**src/bru_pkg.sv**
```systemverilog
// shared types and codes of the branch resolve unit
package bru_pkg;

    localparam int ADDR_W = 16;
    localparam int BYTE_W = 8;
    localparam int CYC_W  = 5;

    // operation codes
    localparam logic [2:0] OP_JR    = 3'd0;
    localparam logic [2:0] OP_JP    = 3'd1;
    localparam logic [2:0] OP_CALL  = 3'd2;
    localparam logic [2:0] OP_RET   = 3'd3;
    localparam logic [2:0] OP_RETI  = 3'd4;
    localparam logic [2:0] OP_RST   = 3'd5;
    localparam logic [2:0] OP_JP_HL = 3'd6;

    // condition codes
    localparam logic [2:0] COND_ALWAYS = 3'd0;
    localparam logic [2:0] COND_NZ     = 3'd1;
    localparam logic [2:0] COND_Z      = 3'd2;
    localparam logic [2:0] COND_NC     = 3'd3;
    localparam logic [2:0] COND_C      = 3'd4;

    // cycle counts
    localparam logic [CYC_W-1:0] CYC_4  = 5'd4;
    localparam logic [CYC_W-1:0] CYC_8  = 5'd8;
    localparam logic [CYC_W-1:0] CYC_12 = 5'd12;
    localparam logic [CYC_W-1:0] CYC_16 = 5'd16;
    localparam logic [CYC_W-1:0] CYC_20 = 5'd20;
    localparam logic [CYC_W-1:0] CYC_24 = 5'd24;

    localparam logic [ADDR_W-1:0] ONE   = 16'd1;
    localparam logic [ADDR_W-1:0] TWO   = 16'd2;
    localparam logic [ADDR_W-1:0] THREE = 16'd3;

    // decode stage output
    typedef struct packed {
        logic [2:0]        operation;
        logic              cond_ok;
        logic              cond_always;
        logic [2:0]        rst_index;
        logic [ADDR_W-1:0] prog_counter;
        logic [ADDR_W-1:0] stack_ptr;
        logic [BYTE_W-1:0] imm_low;
        logic [BYTE_W-1:0] imm_high;
        logic [ADDR_W-1:0] hl_value;
        logic [ADDR_W-1:0] popped_word;
    } dec_t;

    // address stage output
    typedef struct packed {
        logic [2:0]        operation;
        logic              cond_ok;
        logic              cond_always;
        logic [ADDR_W-1:0] abs_target;
        logic [ADDR_W-1:0] rst_target;
        logic [ADDR_W-1:0] rel_target;
        logic [ADDR_W-1:0] hl_value;
        logic [ADDR_W-1:0] popped_word;
        logic [ADDR_W-1:0] pc_plus1;
        logic [ADDR_W-1:0] pc_plus2;
        logic [ADDR_W-1:0] pc_plus3;
        logic [ADDR_W-1:0] stack_ptr;
        logic [ADDR_W-1:0] sp_minus2;
        logic [ADDR_W-1:0] sp_plus2;
    } addr_t;

    // resolved transaction
    typedef struct packed {
        logic [ADDR_W-1:0] next_pc;
        logic [ADDR_W-1:0] next_sp;
        logic              taken;
        logic              push_enable;
        logic [ADDR_W-1:0] push_address;
        logic [ADDR_W-1:0] push_word;
        logic [CYC_W-1:0]  cycle_count;
        logic              enable_interrupts;
    } res_t;

endpackage

```
**src/bru_decode.sv**
```systemverilog
// stage one: condition evaluation and operand capture
module bru_decode
    import bru_pkg::*;
(
    input  logic        clk,
    input  logic        rst_n,
    input  logic        in_valid,
    output logic        in_ready,
    input  dec_t        in_data,
    input  logic [2:0]  condition,
    input  logic        zero_flag,
    input  logic        carry_flag,
    output logic        out_valid,
    input  logic        out_ready,
    output dec_t        out_data
);

    logic valid_reg;
    dec_t data_reg;
    dec_t data_next;
    logic cond_hold;

    // reserved condition codes act as always
    always_comb
    begin
        case (condition)
            COND_NZ: cond_hold = !zero_flag;
            COND_Z:  cond_hold = zero_flag;
            COND_NC: cond_hold = !carry_flag;
            COND_C:  cond_hold = carry_flag;
            default: cond_hold = 1'b1;
        endcase
    end

    always_comb
    begin
        data_next             = in_data;
        data_next.cond_ok     = cond_hold;
        data_next.cond_always = (condition == COND_ALWAYS) || (condition > COND_C);
    end

    assign in_ready  = !valid_reg || out_ready;
    assign out_valid = valid_reg;
    assign out_data  = data_reg;

    always_ff @(posedge clk or negedge rst_n)
    begin
        if (!rst_n)
            valid_reg <= 1'b0;
        else if (in_ready)
            valid_reg <= in_valid;
    end

    always_ff @(posedge clk)
    begin
        if (in_ready && in_valid)
            data_reg <= data_next;
    end

endmodule

```
**src/bru_address.sv**
```systemverilog
// stage two: target and stack address adders
module bru_address
    import bru_pkg::*;
(
    input  logic  clk,
    input  logic  rst_n,
    input  logic  in_valid,
    output logic  in_ready,
    input  dec_t  in_data,
    output logic  out_valid,
    input  logic  out_ready,
    output addr_t out_data
);

    logic              valid_reg;
    addr_t             data_reg;
    addr_t             data_next;
    logic [ADDR_W-1:0] offset;

    // relative offset sign-extended to a full address
    assign offset = {{(ADDR_W-BYTE_W){in_data.imm_low[BYTE_W-1]}}, in_data.imm_low};

    always_comb
    begin
        data_next.operation   = in_data.operation;
        data_next.cond_ok     = in_data.cond_ok;
        data_next.cond_always = in_data.cond_always;
        data_next.abs_target  = {in_data.imm_high, in_data.imm_low};
        // restart vector is index times eight
        data_next.rst_target  = {{(ADDR_W-6){1'b0}}, in_data.rst_index, 3'b000};
        data_next.rel_target  = in_data.prog_counter + TWO + offset;
        data_next.hl_value    = in_data.hl_value;
        data_next.popped_word = in_data.popped_word;
        data_next.pc_plus1    = in_data.prog_counter + ONE;
        data_next.pc_plus2    = in_data.prog_counter + TWO;
        data_next.pc_plus3    = in_data.prog_counter + THREE;
        data_next.stack_ptr   = in_data.stack_ptr;
        data_next.sp_minus2   = in_data.stack_ptr - TWO;
        data_next.sp_plus2    = in_data.stack_ptr + TWO;
    end

    assign in_ready  = !valid_reg || out_ready;
    assign out_valid = valid_reg;
    assign out_data  = data_reg;

    always_ff @(posedge clk or negedge rst_n)
    begin
        if (!rst_n)
            valid_reg <= 1'b0;
        else if (in_ready)
            valid_reg <= in_valid;
    end

    always_ff @(posedge clk)
    begin
        if (in_ready && in_valid)
            data_reg <= data_next;
    end

endmodule

```
**src/bru_select.sv**
```systemverilog
// stage three: result selection and output register
module bru_select
    import bru_pkg::*;
(
    input  logic  clk,
    input  logic  rst_n,
    input  logic  in_valid,
    output logic  in_ready,
    input  addr_t in_data,
    output logic  out_valid,
    input  logic  out_ready,
    output res_t  out_data
);

    logic valid_reg;
    res_t data_reg;
    res_t data_next;

    always_comb
    begin
        data_next.next_pc           = in_data.pc_plus1;
        data_next.next_sp           = in_data.stack_ptr;
        data_next.taken             = 1'b0;
        data_next.push_enable       = 1'b0;
        data_next.push_address      = '0;
        data_next.push_word         = '0;
        data_next.cycle_count       = CYC_4;
        data_next.enable_interrupts = 1'b0;
        case (in_data.operation)
            OP_JR:
            begin
                if (in_data.cond_ok)
                begin
                    data_next.next_pc     = in_data.rel_target;
                    data_next.taken       = 1'b1;
                    data_next.cycle_count = CYC_12;
                end
                else
                begin
                    data_next.next_pc     = in_data.pc_plus2;
                    data_next.cycle_count = CYC_8;
                end
            end
            OP_JP:
            begin
                if (in_data.cond_ok)
                begin
                    data_next.next_pc     = in_data.abs_target;
                    data_next.taken       = 1'b1;
                    data_next.cycle_count = CYC_16;
                end
                else
                begin
                    data_next.next_pc     = in_data.pc_plus3;
                    data_next.cycle_count = CYC_12;
                end
            end
            OP_CALL:
            begin
                if (in_data.cond_ok)
                begin
                    data_next.next_pc      = in_data.abs_target;
                    data_next.next_sp      = in_data.sp_minus2;
                    data_next.taken        = 1'b1;
                    data_next.push_enable  = 1'b1;
                    data_next.push_address = in_data.sp_minus2;
                    data_next.push_word    = in_data.pc_plus3;
                    data_next.cycle_count  = CYC_24;
                end
                else
                begin
                    data_next.next_pc     = in_data.pc_plus3;
                    data_next.cycle_count = CYC_12;
                end
            end
            OP_RET:
            begin
                if (in_data.cond_ok)
                begin
                    data_next.next_pc     = in_data.popped_word;
                    data_next.next_sp     = in_data.sp_plus2;
                    data_next.taken       = 1'b1;
                    data_next.cycle_count = in_data.cond_always ? CYC_16 : CYC_20;
                end
                else
                begin
                    data_next.cycle_count = CYC_8;
                end
            end
            OP_RETI:
            begin
                data_next.next_pc           = in_data.popped_word;
                data_next.next_sp           = in_data.sp_plus2;
                data_next.taken             = 1'b1;
                data_next.cycle_count       = CYC_16;
                data_next.enable_interrupts = 1'b1;
            end
            OP_RST:
            begin
                data_next.next_pc      = in_data.rst_target;
                data_next.next_sp      = in_data.sp_minus2;
                data_next.taken        = 1'b1;
                data_next.push_enable  = 1'b1;
                data_next.push_address = in_data.sp_minus2;
                data_next.push_word    = in_data.pc_plus1;
                data_next.cycle_count  = CYC_16;
            end
            OP_JP_HL:
            begin
                data_next.next_pc = in_data.hl_value;
                data_next.taken   = 1'b1;
            end
            // unused opcode behaves as a one-byte no-op
            default: ;
        endcase
    end

    assign in_ready  = !valid_reg || out_ready;
    assign out_valid = valid_reg;
    assign out_data  = data_reg;

    always_ff @(posedge clk or negedge rst_n)
    begin
        if (!rst_n)
            valid_reg <= 1'b0;
        else if (in_ready)
            valid_reg <= in_valid;
    end

    always_ff @(posedge clk)
    begin
        if (in_ready && in_valid)
            data_reg <= data_next;
    end

`ifndef SYNTHESIS
    a_push_sp: assert property (@(posedge clk) disable iff (!rst_n)
        valid_reg && data_reg.push_enable |->
            data_reg.next_sp == data_reg.push_address && data_reg.taken)
        else $error("push address does not match new stack pointer");

    a_no_push_zero: assert property (@(posedge clk) disable iff (!rst_n)
        valid_reg && !data_reg.push_enable |->
            data_reg.push_address == '0 && data_reg.push_word == '0)
        else $error("push fields not cleared without a push");

    a_ei_reti: assert property (@(posedge clk) disable iff (!rst_n)
        valid_reg && data_reg.enable_interrupts |->
            data_reg.taken && data_reg.cycle_count == CYC_16)
        else $error("interrupt enable without a taken return");

    a_cycle_range: assert property (@(posedge clk) disable iff (!rst_n)
        valid_reg |-> data_reg.cycle_count >= CYC_4 && data_reg.cycle_count <= CYC_24)
        else $error("cycle count out of range");
`endif

endmodule

```
**src/branch_resolve_unit.sv**
```systemverilog
// top level of the branch resolve unit
// Resolves one control-transfer instruction (jr, jp, call, ret, reti, rst,
// jp hl) per clock cycle while the output side does not stall. The work
// runs through three register stages: condition decode, the address adders,
// and result selection into the output register, so a transaction accepted
// at the input is held in the decode, address and output registers in turn
// before it is presented on the result ports. Each stage holds its item
// while the output side stalls; ready passes back through the stages
// combinationally, so the pipeline stays full under back-pressure.
module branch_resolve_unit
    import bru_pkg::*;
(
    input  logic              clk,
    input  logic              rst_n,
    input  logic              item_valid,
    output logic              item_ready,
    input  logic [2:0]        operation,
    input  logic [2:0]        condition,
    input  logic [2:0]        rst_index,
    input  logic [ADDR_W-1:0] prog_counter,
    input  logic [ADDR_W-1:0] stack_ptr,
    input  logic              zero_flag,
    input  logic              carry_flag,
    input  logic [BYTE_W-1:0] imm_low,
    input  logic [BYTE_W-1:0] imm_high,
    input  logic [ADDR_W-1:0] hl_value,
    input  logic [ADDR_W-1:0] popped_word,
    output logic              result_valid,
    input  logic              result_ready,
    output logic [ADDR_W-1:0] next_pc,
    output logic [ADDR_W-1:0] next_sp,
    output logic              taken,
    output logic              push_enable,
    output logic [ADDR_W-1:0] push_address,
    output logic [ADDR_W-1:0] push_word,
    output logic [CYC_W-1:0]  cycle_count,
    output logic              enable_interrupts
);

    dec_t  in_pack;
    dec_t  dec_data;
    addr_t addr_data;
    res_t  res_data;
    logic  dec_valid;
    logic  dec_ready;
    logic  addr_valid;
    logic  addr_ready;

    always_comb
    begin
        in_pack              = '0;
        in_pack.operation    = operation;
        in_pack.rst_index    = rst_index;
        in_pack.prog_counter = prog_counter;
        in_pack.stack_ptr    = stack_ptr;
        in_pack.imm_low      = imm_low;
        in_pack.imm_high     = imm_high;
        in_pack.hl_value     = hl_value;
        in_pack.popped_word  = popped_word;
        in_pack.cond_ok      = 1'b0;
        in_pack.cond_always  = 1'b0;
    end

    bru_decode u_decode (
        .clk        (clk),
        .rst_n      (rst_n),
        .in_valid   (item_valid),
        .in_ready   (item_ready),
        .in_data    (in_pack),
        .condition  (condition),
        .zero_flag  (zero_flag),
        .carry_flag (carry_flag),
        .out_valid  (dec_valid),
        .out_ready  (dec_ready),
        .out_data   (dec_data)
    );

    bru_address u_address (
        .clk       (clk),
        .rst_n     (rst_n),
        .in_valid  (dec_valid),
        .in_ready  (dec_ready),
        .in_data   (dec_data),
        .out_valid (addr_valid),
        .out_ready (addr_ready),
        .out_data  (addr_data)
    );

    bru_select u_select (
        .clk       (clk),
        .rst_n     (rst_n),
        .in_valid  (addr_valid),
        .in_ready  (addr_ready),
        .in_data   (addr_data),
        .out_valid (result_valid),
        .out_ready (result_ready),
        .out_data  (res_data)
    );

    assign next_pc           = res_data.next_pc;
    assign next_sp           = res_data.next_sp;
    assign taken             = res_data.taken;
    assign push_enable       = res_data.push_enable;
    assign push_address      = res_data.push_address;
    assign push_word         = res_data.push_word;
    assign cycle_count       = res_data.cycle_count;
    assign enable_interrupts = res_data.enable_interrupts;

endmodule

```
**config.mk**
```make
export PLATFORM = sky130hd
export DESIGN_NAME = branch_resolve_unit
export DESIGN_NICKNAME = d
export VERILOG_FILES = /design/src/bru_pkg.sv /design/src/bru_decode.sv /design/src/bru_address.sv /design/src/bru_select.sv /design/src/branch_resolve_unit.sv
export SDC_FILE = /design/constraint.sdc
export NUM_CORES = 1
export LEC_CHECK = 0
export BUFFER_PORTS_ARGS = -buffer_cell sky130_fd_sc_hd__buf_4
export CAP_MARGIN = 30
export CORE_MARGIN = 1.5
export CORE_UTILIZATION = 55
export CTS_CLUSTER_SIZE = 30
export DETAILED_ROUTE_END_ITERATION = 8
export PLACE_DENSITY = 0.83
export SLEW_MARGIN = 10
export SYNTH_ARGS = -nofsm -noshare
export SYNTH_HDL_FRONTEND = slang
export SYNTH_SLANG_ARGS = --single-unit
```
**constraint.sdc**
```tcl
create_clock -name clk -period 5.9 [get_ports clk]
set_clock_uncertainty 0.1 [all_clocks]
set_input_delay 1.18 -clock clk [delete_from_list [all_inputs] [get_ports clk]]
set_output_delay 1.18 -clock clk [all_outputs]
set_load 0.005 [all_outputs]
```
* Word-level counts from Yosys, hierarchy flattened
Cells that the tools add are included.
** Word-level totals
- Output and inout bits :: 74
- Bits in writable memories :: 0
- Input bits :: 95
- Latch bits :: 0
- Word-level logic and storage cells :: 87
- Memories kept :: 0
- ROM bits :: 0
- Register bits after elaboration :: 331
** Cells by class
- Reductions and logical operators :: 18
- $lt $le $gt $ge :: 1
- Eq/ne operators :: 10
- Muxes and demuxes :: 17
- Bitwise operators :: 0
- Add/sub/neg operators :: 6
- Divide/modulo/power cells :: 0
- Multiply operators :: 0
- Shift-type cells :: 0
** Operators by type and width (number)
- $pmux W16 S6 :: 1
- $pmux W33 S2 :: 1
- $pmux W16 S4 :: 1
- $mux W50 :: 1
- $add A16 B2 Y16 const B :: 3
- $mux W33 :: 1
- $mux W16 :: 2
- $pmux W5 S5 :: 1
- $add A16 B1 Y16 const B :: 1
- $add A16 B16 Y16 :: 1
- $sub A16 B2 Y16 const B :: 1
- $mux W5 :: 3
- $eq A3 B2 Y1 const B :: 4
- $eq A3 B3 Y1 const B :: 4
- $pmux W1 S4 :: 2
- $eq A3 B1 Y1 const B :: 2
- $logic_not A3 Y1 :: 2
- $mux W3 :: 2
- $reduce_or A2 Y1 :: 3
- $logic_not A1 Y1 :: 5
- $logic_or A1 B1 Y1 :: 4
- $gt A3 B3 Y1 const B :: 1
- $logic_and A1 B1 Y1 :: 3
- $reduce_or A3 Y1 :: 1
- $mux W1 :: 2

* Longest topological paths before layout
Gate-level depths: netlist of run 1.
- Word-level depth :: 5
- Depth in mapped cells :: 12
- Mapped depth without buffers :: 11

* Hierarchy
A second synthesis of run 1 with hierarchy kept.
** Unflattened totals
- Cells, all modules :: 953
- Area, all modules :: 14223.6 um^2
** Modules (own cells, without submodules)
- bru_address :: instances 1, sequential area each 4949.7 um^2, cells an instance 485, area an instance 7215.7 um^2
- bru_select :: instances 1, sequential area each 2127.0 um^2, cells an instance 368, area an instance 4255.3 um^2
- bru_decode :: instances 1, sequential area each 2667.6 um^2, cells an instance 99, area an instance 2748.9 um^2
- branch_resolve_unit :: instances 1, sequential area each 0.0 um^2, cells an instance 1, area an instance 3.8 um^2

* Least setup slack after synthesis of run 1
No wires, ideal clock.
- Path kind :: input port to flip-flop
- From :: input result_ready
- To :: register u_address.data_reg, in the netlist u_address.out_data[0] (enable)
- Path slack :: 0.224 ns
- Data required time :: 5.257 ns
- Arrival time :: 5.033 ns
- Library setup time :: 0.543 ns
- Cell stages on the path :: 3
- Buffers on the path :: 0
- Path through :: nor2b_1 nand2_1 and2_1
** On the way
- Longest elaborated chain between the ends :: 3
** Ends and longest elaborated chain
- from (decl) :: line branch_resolve_unit.sv:29 : input logic result_ready,
- $logic_or A1 B1 Y1 :: line bru_select.sv:118 : assign in_ready = !valid_reg || out_ready;
- $logic_or A1 B1 Y1 :: line bru_address.sv:42 : assign in_ready = !valid_reg || out_ready;
- $logic_and A1 B1 Y1 :: line bru_address.sv:56 : if (in_ready && in_valid)
- to (signal assigned) :: line bru_address.sv:57 : data_reg <= data_next;
- to (decl) :: line bru_address.sv:16 : addr_t data_reg;
Every way passes these cells.
A chain may end at the register's enable or synchronous reset.

==> results of run 1 <==
==> logic make-up after synthesis <==
group,count (synthesis)
buffers and inverters,67
DFF,325
muxes,24
xor gates and xnor gates,79
adders and majority gates,26
other,1
AOI/OAI and AO/OA,118
and+or+nand+nor,192
==> sequential cells by signal, summed over array words and instances (netlist names) <==
signal and flops:
u_select.out_valid 1, u_decode.out_valid 1, u_address.out_valid 1, u_decode.out_data 88, u_select.out_data 70, u_address.out_data 164
==> layer usage <==
layer  track usage, %  vias to the layer above  part of all wire (%)
met5                0                        -                     0
met3             3.64                       58                   7.7
met4             8.27                        0                   2.4
met2             36.0                      360                    50
met1             27.1                     3652                    40
li1                 -                     3536                     -
==> cell usage after synthesis, types with 2 or more instances <==
master / instances
nor3_1: 8
ha_1: 25
dfrtp_1: 3
nand3_1: 18
nand2b_1: 10
or3_4: 2
nand2_1: 40
mux2i_1: 23
buf_2: 3
nand4_1: 7
o21ai_0: 15
xnor2_1: 33
a211oi_1: 2
nor2_1: 58
a22o_1: 15
and2_1: 22
a31oi_1: 4
a221oi_1: 12
xor2_1: 45
a222oi_1: 29
o211ai_1: 2
and3_1: 6
o21bai_1: 2
buf_4: 2
a21o_1: 2
inv_1: 27
or2_2: 3
buf_1: 3
a21oi_1: 22
a22oi_1: 3
edfxtp_1: 322
clkbuf_1: 31
and4_1: 2
nor2b_1: 5
==> stage by stage <==
step | cells | total power [mW] | hold slack (ps) | setup slack [ps]
global placement | 1290 | 3.57 | 303 | 2490
CTS | 1352 | 5.74 | 317 | 2560
floorplan | 833 | 3.32 | 300 | 224
global route | 1352 | 5.91 | 320 | 2280
finish | 1352 | 5.70 | 310 | 2480
detailed placement | 1291 | 3.60 | 305 | 2610
==> layout make-up <==
class / instances / area, um^2 / share of cell area, %
flip-flops and latches: 325 / 9740 / 61.2
well taps: 319 / 399 / 2.51
clock inverters: 21 / 208 / 1.30
multi-input cells: 441 / 3170 / 19.9
inverters: 27 / 101 / 0.636
clock buffers: 40 / 937 / 5.89
repair buffers: 179 / 1360 / 8.56
==> power groups by stage <==
stage / clock, mW / sequential [mW] / combinational, mW
finish: 2.15 / 2.96 / 0.592
global route: 2.28 / 2.98 / 0.650
CTS: 2.19 / 2.96 / 0.593
detailed placement: 0 / 3.00 / 0.591
global placement: 0 / 3.00 / 0.571
floorplan: 0 / 2.98 / 0.340
==> worst paths after layout <==
kind | start | end | slack (ps) | cells past startpoint
max in group asynchronous | rst_n | u_address.out_valid | 5250 | 1
worst max register to register | u_decode.out_data[66] | u_address.out_data[143] | 2480 | 11
worst max-delay path | u_decode.out_data[66] | u_address.out_data[143] | 2480 | 11
worst min-delay path | u_decode.out_data[24] | u_address.out_data[120] | 310 | 0
worst min register to register | u_decode.out_data[24] | u_address.out_data[120] | 310 | 0
min in group asynchronous | rst_n | u_select.out_valid | 360 | 1
==> worst register-to-register path, cell delays in order, from the launching register on <==
cell and delay [ps]:
edfxtp_1 490, ha_1 330, nand3_1 190, or2_2 400, nor2_1 150, xor2_1 260, ha_1 340, o21ai_0 180
nand2b_1 140, a311oi_1 320, a21oi_1 100, xor2_1 180
==> impl_results.md, run 1 <==
* WS Path Type: flip-flop to flip-flop
* Number of synthesized register bits at about 330
* Internal at about 4.4 mW
* Final GP Congestion at 0.990
* Max IR drop VDD at 0.000243 V
* Worst path bufs/invs at 0
* Ys async rst share at 0.923%
* EDFF count, synth at 322
* Vias per cell at 5.63
* Crit path max fanout at 7
* Worst-path clk slew at roughly 70 ps
* Sequential power share at 51.9%
* Endpoints failing setup at 0
* Clock power share at 37.7%
* Worst path required time at 6050 ps
* Slowest cell on crit path: edfxtp_1
* # fillers at 1,545
* Cell Rows at 56
* Layout area overhead at 21.0%
* Critical path cell sequence: ha_1, nand3_1, or2_2, nor2_1, xor2_1, ha_1, o21ai_0, nand2b_1, a311oi_1, a21oi_1, xor2_1
* Final Util at slightly below 70%
* Commonest non-fill, non-tap cell in the layout: edfxtp_1
* Lkg Pwr at 6.08 nW
* Clock buffer depth at 3
* CTS tree: yes
* Main combinational cell family by area after synthesis: simple AND/OR/NAND/NOR gates
* Design Area, Final at around 16,000 um^2
* Postcts setup bufs at 0
* Routed wire length at 26,200 um
* Simple-gate share of the synthesized area at 7.35%
* Max incr delay on CP at 490 ps
* Net load switching power at ~1.3 mW
* Die Wd at between 150 and 200 um
* Via count at 7,606
* Top post-synthesis cells by area: edfxtp_1 (73%), xor2_1 (3.0%), ha_1 (2.4%), a222oi_1 (2.2%), xnor2_1 (2.2%)
* Most frequent cells in the layout: edfxtp_1 (322), buf_4 (178), nor2_1 (58)
* Die area at 24,900 um^2
* Critical Path Sink Type: flip-flop
* CP top delay family: simple AND/OR/NAND/NOR gates
* Clk_lat worst skew at 500 ps
* DR WL/cell at between 15 and 20 um
* Fraction of layout instances using a drive strength above 1 at 23.9%
* DP HPWL at roughly 18,000 um
* Synth warn at 0
* Mux share of post-synthesis cell area at 1.84%
* PD cells at 358 nW/um^2
* Post-synth cell types at 60
* Starting Density at 56.1%
* Mapped Area at 13,200 um^2
* Vias in the first global route at 7,351
* Adder-Cell Fraction of Synth Area at 2.53%
* Core region area at 23,500 um^2
* Fin. Hold Viols at 0
* Synth Instances at between 800 and 900
* Main synth FF type: edfxtp_1
* Synth top area share at 73.5%
* Worst Tran Pin Value at 966 ps
* Crit start category: flip-flop
* Compound-Gate Fraction of Synth Area at under 10%
* Register area share after synthesis at 74.1%
* Total CTS buffers at 34
* Gate power share at 10.4%
* Gr ovfl total at 0
* ANT nets after route at 0
* Final cycle utilization of the critical path at 58.0%
* Normalized max-slew margin at 35.6%
* Xor and xnor area share after synthesis at 5.36%
* RSZ-0062 raised after global routing: no
* Area leader, netlist: edfxtp_1
* DP Area at between 10,000 and 15,000 um^2
* DRT Pass-1 Iters at 9
* Die Ht at 158 um
* Drt first-iter violations at between 700 and 800
* CTS Hold Bufs at 0
* Antenna fix cells at 0
* Setup TNS at 0 ps
* IO buf count at about 170
* Number of H-tree levels at 2
* Critical path arrival at roughly 3600 ps
* GRT Util Overall at 21.1%
* Max_cap viols at 0
* Max Fclk at between 0.2 and 0.3 GHz
* Clk sink count at 325
* Cts repair resizes at 0
* Initial antenna violation count at 0
* Switching share of power at ~22%
* Largest net degree at the start of global routing at 71
* Final min period at 3420 ps
* Status: complete, no violations
* Max-slew violations at 0
* First-pass GRT wire length at slightly below 40,000 um
* Root buffer cell: clkbuf_16
* Final #Nets at 1,129
* Drc violations at 0
* IO Pins at 169
* Mean post-synth cell area at 15.8 um^2
* Hold crit path type: flip-flop to flip-flop
No activity file was read; power rests on OpenSTA's default activity.
==> run 2: changes to the inputs <==
==> constraint.sdc (replaced) <==
create_clock -name clk -period 3.3 [get_ports clk]
set_clock_uncertainty 0.1 [all_clocks]
set_input_delay 0.66 -clock clk [delete_from_list [all_inputs] [get_ports clk]]
set_output_delay 0.66 -clock clk [all_outputs]
set_load 0.005 [all_outputs]
==> run 2 against run 1 <==
Maximum frequency increased by 12%. Clock power increased by 65%. Utilization increased by 0.16 points. First-iteration DRC count increased by 2.8%. Wire length increased by 0.45%. Non-clock buffer count increased by 12. Via count about the same. Global-route usage decreased by 0.20 points. Critical path depth unchanged.
==> impl_results.md, run 2 (synthesized netlist as in run 1, its figures left out) <==
* PD cells at 622 nW/um^2 (was 358 nW/um^2)
* Root buffer cell: clkbuf_16 (unchanged)
* Fraction of layout instances using a drive strength above 1 at 24.7% (was 23.9%)
* Lkg Pwr at 6.08 nW (about the same)
* Routed wire length at 26,300 um (was 26,200 um)
* GRT Util Overall at 20.9% (was 21.1%)
* DP HPWL at 17,900 um (was 17,500 um)
* DR WL/cell at 19.3 um (was 19.4 um)
* IO Pins at 169 (unchanged)
* Largest register FFs at 164 (unchanged)
* Die area at 24,900 um^2 (unchanged)
* Final min period at 3070 ps (was 3420 ps)
* Fin. Hold Viols at 0 (unchanged)
* Starting Density at 56.1% (unchanged)
* Final GP Congestion at 0.891 (was 0.990)
* Crit start category: flip-flop (unchanged)
* WHS at 178 ps (was 310 ps)
* Endpoints failing setup at 0 (unchanged)
* Via count at 7,613 (was 7,606)
* Worst-path clk slew at 70 ps (about the same)
* Max incr delay on CP at 480 ps (was 490 ps)
* Worst path required time at 3500 ps (was 6050 ps)
* Max_cap viols at 0 (unchanged)
* Max-slew violations at 0 (unchanged)
* Number of H-tree levels at 1 (was 2)
* Commonest non-fill, non-tap cell in the layout: edfxtp_1 (unchanged)
* Clk_lat worst skew at 550 ps (was 500 ps)
* Status: complete, no violations (unchanged)
* WS Path Type: flip-flop to flip-flop (unchanged)
* Gr ovfl total at 0 (unchanged)
* First-pass GRT wire length at 39,200 um (was 39,100 um)
* Die Wd at 158 um (unchanged)
* DRT Pass-1 Iters at 5 (was 9)
* Vias in the first global route at 7,375 (was 7,351)
* Final #Nets at 1,138 (was 1,129)
* Most frequent cells in the layout: edfxtp_1 (322), buf_4 (184), nor2_1 (58) (was edfxtp_1 (322), buf_4 (178), nor2_1 (58))
* Max Fclk at 0.326 GHz (was 0.292 GHz)
* Final cycle utilization of the critical path at 92.9% (was 58.0%)
* Most common cell on crit path: nor2_1
* Clock buffer depth at 3 (unchanged)
* CTS tree: yes (unchanged)
* Largest net degree at the start of global routing at 62 (was 71)
* Core region area at 23,500 um^2 (unchanged)
* Max IR drop VDD at 0.000402 V (was 0.000243 V)
* Critical path cell sequence: nand4_1, nor2_1, nand3_1, nor2_1, xor2_1, ha_1, a21oi_1, nor2_1, nor4_1, a21oi_1, xor2_1 (was ha_1, nand3_1, or2_2, nor2_1, xor2_1, ha_1, o21ai_0, nand2b_1, a311oi_1, a21oi_1, xor2_1)
* Crit path max fanout at 6 (was 7)
* Worst Tran Pin Value at 797 ps (was 966 ps)
* Total CTS buffers at 31 (was 34)
* Drt first-iter violations at 769 (was 748)
* Hold crit path type: input pin to flip-flop (was flip-flop to flip-flop)
* Clk sink count at 325 (unchanged)
* Slowest cell on crit path: edfxtp_1 (unchanged)
* Cell Rows at 56 (unchanged)
* IO buf count at 166 (unchanged)
* Normalized max-slew margin at 46.9% (was 35.6%)
* Vias per cell at 5.60 (was 5.63)
* Final Power at 9.93 mW (was 5.70 mW)
* Critical path arrival at 3270 ps (was 3580 ps)
* Setup TNS at 0 ps (unchanged)
* Layout area overhead at 21.3% (was 21.0%)
* ANT nets after route at 0 (unchanged)
* Die Ht at 158 um (unchanged)
* Antenna fix cells at 0 (unchanged)
* Design Area, Final at 16,000 um^2 (was 15,900 um^2)
* Critical Path Sink Type: flip-flop (unchanged)
* Initial antenna violation count at 0 (unchanged)
* Drc violations at 0 (unchanged)
* DP Area at 14,900 um^2 (was 14,800 um^2)
## run 2: path summary, 6_finish.rpt
check                                            from                 endpoint  slack (ps)  cells after the start
worst max register to register  u_decode.out_data[70]  u_address.out_data[143]         230                     11
worst min register to register  u_decode.out_data[15]  u_address.out_data[111]         320                      0
min in group asynchronous                       rst_n      u_address.out_valid         340                      2
worst max-delay path            u_decode.out_data[70]  u_address.out_data[143]         230                     11
worst min-delay path                  prog_counter[7]    u_decode.out_data[71]         180                      1
max in group asynchronous                       rst_n       u_select.out_valid        2660                      2
## run 2: power breakdown
group          leakage (nW)  internal [mW]  switching [mW]
sequential             3.16           5.08           0.191
clock                 0.494           2.10            1.45
combinational          2.43          0.501           0.604
## run 2: routing by layer
layer	wire [um]	track usage (%)	share of wire [%]
met5	0	0	0
met4	918	8.54	3.5
met3	1920	3.23	7.3
met2	12900	35.1	49
met1	10500	27.5	40
## run 2: worst max-delay path, delay by kind of cell (launching register included)
| kind | cells | cell delay [ps] |
|---|---|---|
| AND/OR/NAND/NOR | 6 | 1130 |
| adder cells (fa/ha/maj) | 1 | 300 |
| XOR/XNOR | 2 | 490 |
| flip-flops | 1 | 480 |
| AO/OA/AOI/OAI | 2 | 330 |
## run 2: cell type report
type	instances	area, um^2
Timing Repair Buffer	191	1500
Clock inverter	23	245
Inverter	27	101
Multi-Input combinational cell	441	3190
Clock buffer	34	787
Fill cell	1564	7510
Tap cell	319	399
Sequential cell	325	9740
## run 2: timing repair
item                                   4_1_cts  5_1_grt
hold buffers                                 1        0
endpoints found under the hold margin        3        0
setup buffers                                0        5
resized for setup                            0        4
setup endpoints to repair                    0        4
## run 2: metrics by stage
| step | util (%) | instances | setup WS, ps |
|---|---|---|---|
| 2_1_floorplan | - | 833 | 354 |
| 3_3_place_gp | 63.3 | 1296 | 276 |
| 3_5_place_dp | 63.3 | 1296 | 184 |
| 4_1_cts | 67.7 | 1354 | 165 |
| 5_1_grt | 68.0 | 1360 | -34.0 |
| 6_report | 68.0 | 1360 | 234 |
==> run 3: changes to the inputs <==
--- a/config.mk
+++ b/config.mk
@@ -5,6 +5,7 @@
 export SDC_FILE = /design/constraint.sdc
 export NUM_CORES = 1
 export LEC_CHECK = 0
+export ABC_AREA = 1
 export BUFFER_PORTS_ARGS = -buffer_cell sky130_fd_sc_hd__buf_4
 export CAP_MARGIN = 30
 export CORE_MARGIN = 1.5
==> run 3 against run 2 <==
Hold slack got worse by 2.7 ps. Sequential share of layout area decreased by 1.8 points. Combinational power increased by 75%. Synthesized area increased by 5.0%. Critical endpoint is now u_address.out_data[142]. Largest cell class unchanged. Largest power group unchanged. Highest routed layer unchanged.
==> impl_results.md, run 3 <==
* Die Ht at 162 um (was 158 um)
* Worst Tran Pin Value at 766 ps (was 797 ps)
* Met1 Resource Use GR at 30.0% (was 27.5%)
* Final min period at 2910 ps (was 3070 ps)
* Final GP Congestion at 0.938 (was 0.891)
* Fraction of layout instances using a drive strength above 1 at 20.9% (was 24.7%)
* Max Fclk at 0.344 GHz (was 0.326 GHz)
* Area leader, netlist: edfxtp_1 (unchanged)
* Initial antenna violation count at 0 (unchanged)
* Number of H-tree levels at 1 (unchanged)
* Most common cell on crit path: nand2_1 (was nor2_1)
* DRT Pass-1 Iters at 5 (unchanged)
* Most frequent cells in the layout: edfxtp_1 (322), nand2_1 (205), buf_4 (172) (was edfxtp_1 (322), buf_4 (184), nor2_1 (58))
* Register area share after synthesis at 70.5% (was 74.1%)
* Mux share of post-synthesis cell area at 0% (was 1.84%)
* DR WL/cell at 18.6 um (was 19.3 um)
* RSZ-0062 raised after global routing: no
* Hold path endpoint: u_decode.out_data[52] (was u_decode.out_data[71])
* Flop2flop setup slack at 390 ps (was 230 ps)
* Drt first-iter violations at 886 (was 769)
* DP HPWL at 20,800 um (was 17,900 um)
* Vias per cell at 5.47 (was 5.60)
* Number of synthesized register bits at 325 (unchanged)
* Clock buffer depth at 3 (unchanged)
* Worst-path clk slew at 60 ps (was 70 ps)
* Mapped Area at 13,800 um^2 (was 13,200 um^2)
* Lkg Pwr at 6.64 nW (was 6.08 nW)
* Main combinational cell family by area after synthesis: simple AND/OR/NAND/NOR gates (unchanged)
* Adder-Cell Fraction of Synth Area at 2.41% (was 2.53%)
* Commonest non-fill, non-tap cell in the layout: edfxtp_1 (unchanged)
* Cell Rows at 57 (was 56)
* Synth warn at 0 (unchanged)
* Routed wire length at 30,000 um (was 26,300 um)
* Postcts setup bufs at 0 (unchanged)
* Clk sink count at 325 (unchanged)
* Status: complete, no violations (unchanged)
* Vias in the first global route at 8,966 (was 7,375)
* Worst reg2reg path endpoint: u_address.out_data[142] (was u_address.out_data[143])
* Slowest cell on crit path: edfxtp_1 (unchanged)
* Xor and xnor area share after synthesis at 4.06% (was 5.36%)
* EDFF count, synth at 322 (unchanged)
* IO Pins at 169 (unchanged)
* Crit path max fanout at 6 (unchanged)
* ANT nets after route at 0 (unchanged)
* Critical path cell sequence: ha_1, nand3_2, nor2_2, nand2_1, xor2_1, ha_1, a21oi_1, o21ai_0, a21oi_1, nand2_1, nand2_1, nand2_1 (was nand4_1, nor2_1, nand3_1, nor2_1, xor2_1, ha_1, a21oi_1, nor2_1, nor4_1, a21oi_1, xor2_1)
* Critical path arrival at 3120 ps (was 3270 ps)
* Final cycle utilization of the critical path at 88.1% (was 92.9%)
* Starting Density at 56.5% (was 56.1%)
* Synth top area share at 70.0% (was 73.5%)
* Normalized max-slew margin at 48.8% (was 46.9%)
* Clk_lat worst skew at 560 ps (was 550 ps)
* Hold Path Origin: stack_ptr[4] (was prog_counter[7])
* Top post-synthesis cells by area: edfxtp_1 (70%), nand2_1 (5.6%), xor2_1 (3.6%), inv_1 (2.9%), ha_1 (2.3%) (was edfxtp_1 (73%), xor2_1 (3.0%), ha_1 (2.4%), a222oi_1 (2.2%), xnor2_1 (2.2%))
* R2R depth at 12 (was 11)
* Layout area overhead at 19.1% (was 21.3%)
* Max-slew violations at 0 (unchanged)
* Reg-to-Reg Start: u_decode.out_data[66] (was u_decode.out_data[70])
* Ys async rst share at 0.923% (unchanged)
* Hold Path Cell Cnt at 1 (unchanged)
* Core region area at 24,500 um^2 (was 23,500 um^2)
* Hold crit path type: input pin to flip-flop (unchanged)
* Max_cap viols at 0 (unchanged)
* WS Path Type: flip-flop to flip-flop (unchanged)
* Met3 usage at 3.11% (was 3.23%)
* Via count at 8,802 (was 7,613)
* Die area at 26,100 um^2 (was 24,900 um^2)
* Total CTS buffers at 31 (unchanged)
* Antenna fix cells at 0 (unchanged)
* Cts repair resizes at 0 (unchanged)
* GRT Util Overall at 23.3% (was 20.9%)
* CP top delay family: simple AND/OR/NAND/NOR gates (unchanged)
* Max incr delay on CP at 490 ps (was 480 ps)
* Worst path bufs/invs at 0 (unchanged)
* Count leader, synth: edfxtp_1 (unchanged)
* IO buf count at 166 (unchanged)
* Gr ovfl total at 0 (unchanged)
* Post-placement setup slack at 424 ps (was 184 ps)
* Commonest cells post-synth: edfxtp_1 (322), nand2_1 (207), inv_1 (106), nor2_1 (72), nand3_1 (59) (was edfxtp_1 (322), nor2_1 (58), xor2_1 (45), nand2_1 (40), xnor2_1 (33))
* Mean post-synth cell area at 12.8 um^2 (was 15.8 um^2)
* Worst path required time at 3510 ps (was 3500 ps)
* Main synth FF type: edfxtp_1 (unchanged)
* PD cells at 678 nW/um^2 (was 622 nW/um^2)
* Post-synth cell types at 45 (was 60)
* Compound-Gate Fraction of Synth Area at 5.26% (was 6.84%)
* First-pass GRT wire length at 46,500 um (was 39,200 um)
* Final Non-Filler Cells at 1,609 (was 1,360)
* Endpoints failing setup at 0 (unchanged)
* CTS Hold Bufs at 1 (unchanged)
* Largest net degree at the start of global routing at 89 (was 62)
* Final Power at 11.2 mW (was 9.93 mW)
* Fin. Hold Viols at 0 (unchanged)
* Cell Count Post-Placement at 1,552 (was 1,296)
* Max IR drop VDD at 0.000432 V (was 0.000402 V)
* Setup ws final at 391 ps (was 234 ps)
* Final #Nets at 1,383 (was 1,138)
* Largest register FFs at 164 (unchanged)
* Most used routing layer: met2 (unchanged)
* Crit start category: flip-flop (unchanged)
* Critical Path Sink Type: flip-flop (unchanged)
* Drc violations at 0 (unchanged)
* Met2 usage at 40.3% (was 35.1%)
* Simple-gate share of the synthesized area at 13.3% (was 7.35%)
* Die Wd at 162 um (was 158 um)
* Root buffer cell: clkbuf_16 (unchanged)
* CTS tree: yes (unchanged)
* Synth Instances at 1,081 (was 832)
run 3: kinds of logic after synthesis:
logic type | after synthesis
DFF | 325
buffers and inverters | 142
xor gates and xnor gates | 64
adders and majority gates | 26
other | 1
and+or+nand+nor | 399
AOI/OAI and AO/OA | 124
run 3: how the worst max path moves through the flow:
| stage | endpoint | slack [ps] | depth (start not counted) | from |
|---|---|---|---|---|
| 2_1_floorplan | u_address.out_data[0] | -600 | 6 | result_ready |
| 3_3_place_gp | u_address.out_data[142] | 520 | 11 | u_decode.out_data[66] |
| 3_5_place_dp | u_address.out_data[142] | 420 | 11 | u_decode.out_data[66] |
| 4_1_cts | u_address.out_data[142] | 410 | 11 | u_decode.out_data[66] |
| 5_1_grt | u_address.out_data[140] | 100 | 11 | u_decode.out_data[66] |
| 6_report | u_address.out_data[142] | 390 | 12 | u_decode.out_data[66] |
run 3: metal layers:
layer,routed length [um],part of all wire [%]
met1,11800,39
met2,15100,50
met3,1960,6.5
met4,1120,3.7
met5,0,0
run 3: area by class of cell:
cell class,count,area [um^2]
tap,324,405
fill,1665,8010
clock buffer,35,791
clock inverter,21,186
sequential,325,9740
timing repair buffer,178,1400
multi-input combinational,615,3490
inverter,111,434
run 3: worst register-to-register path: cells and delay by family, from the launching register on:
family                   cells  cell delay [ps]
flip-flops                   1              490
AND/OR/NAND/NOR              6              700
AO/OA/AOI/OAI                3              520
adder cells (fa/ha/maj)      2              610
XOR/XNOR                     1              260
run 3: report_power, final:
part           leakage (nW)  switching [mW]  total (mW)  internal (mW)
registers              3.15           0.311        5.82           5.51
clock network         0.474            1.45        3.40           1.95
logic                  3.01            1.20        1.94          0.741
total                  6.64            2.96        11.2           8.19
run 3: metrics by stage:
| stage | TNS (ps) | hold slack [ps] | cell area [um^2] | util (%) |
|---|---|---|---|---|
| after global routing | 0 | 148 | 16500 | 67.3 |
| after floorplan | -98660 | 264 | 13900 | - |
| final | 0 | 175 | 16500 | 67.3 |
| after CTS | 0 | 152 | 16500 | 67.3 |
| after detailed placement | 0 | 305 | 15500 | 63.2 |
| after global placement | 0 | 302 | 15500 | 63.2 |
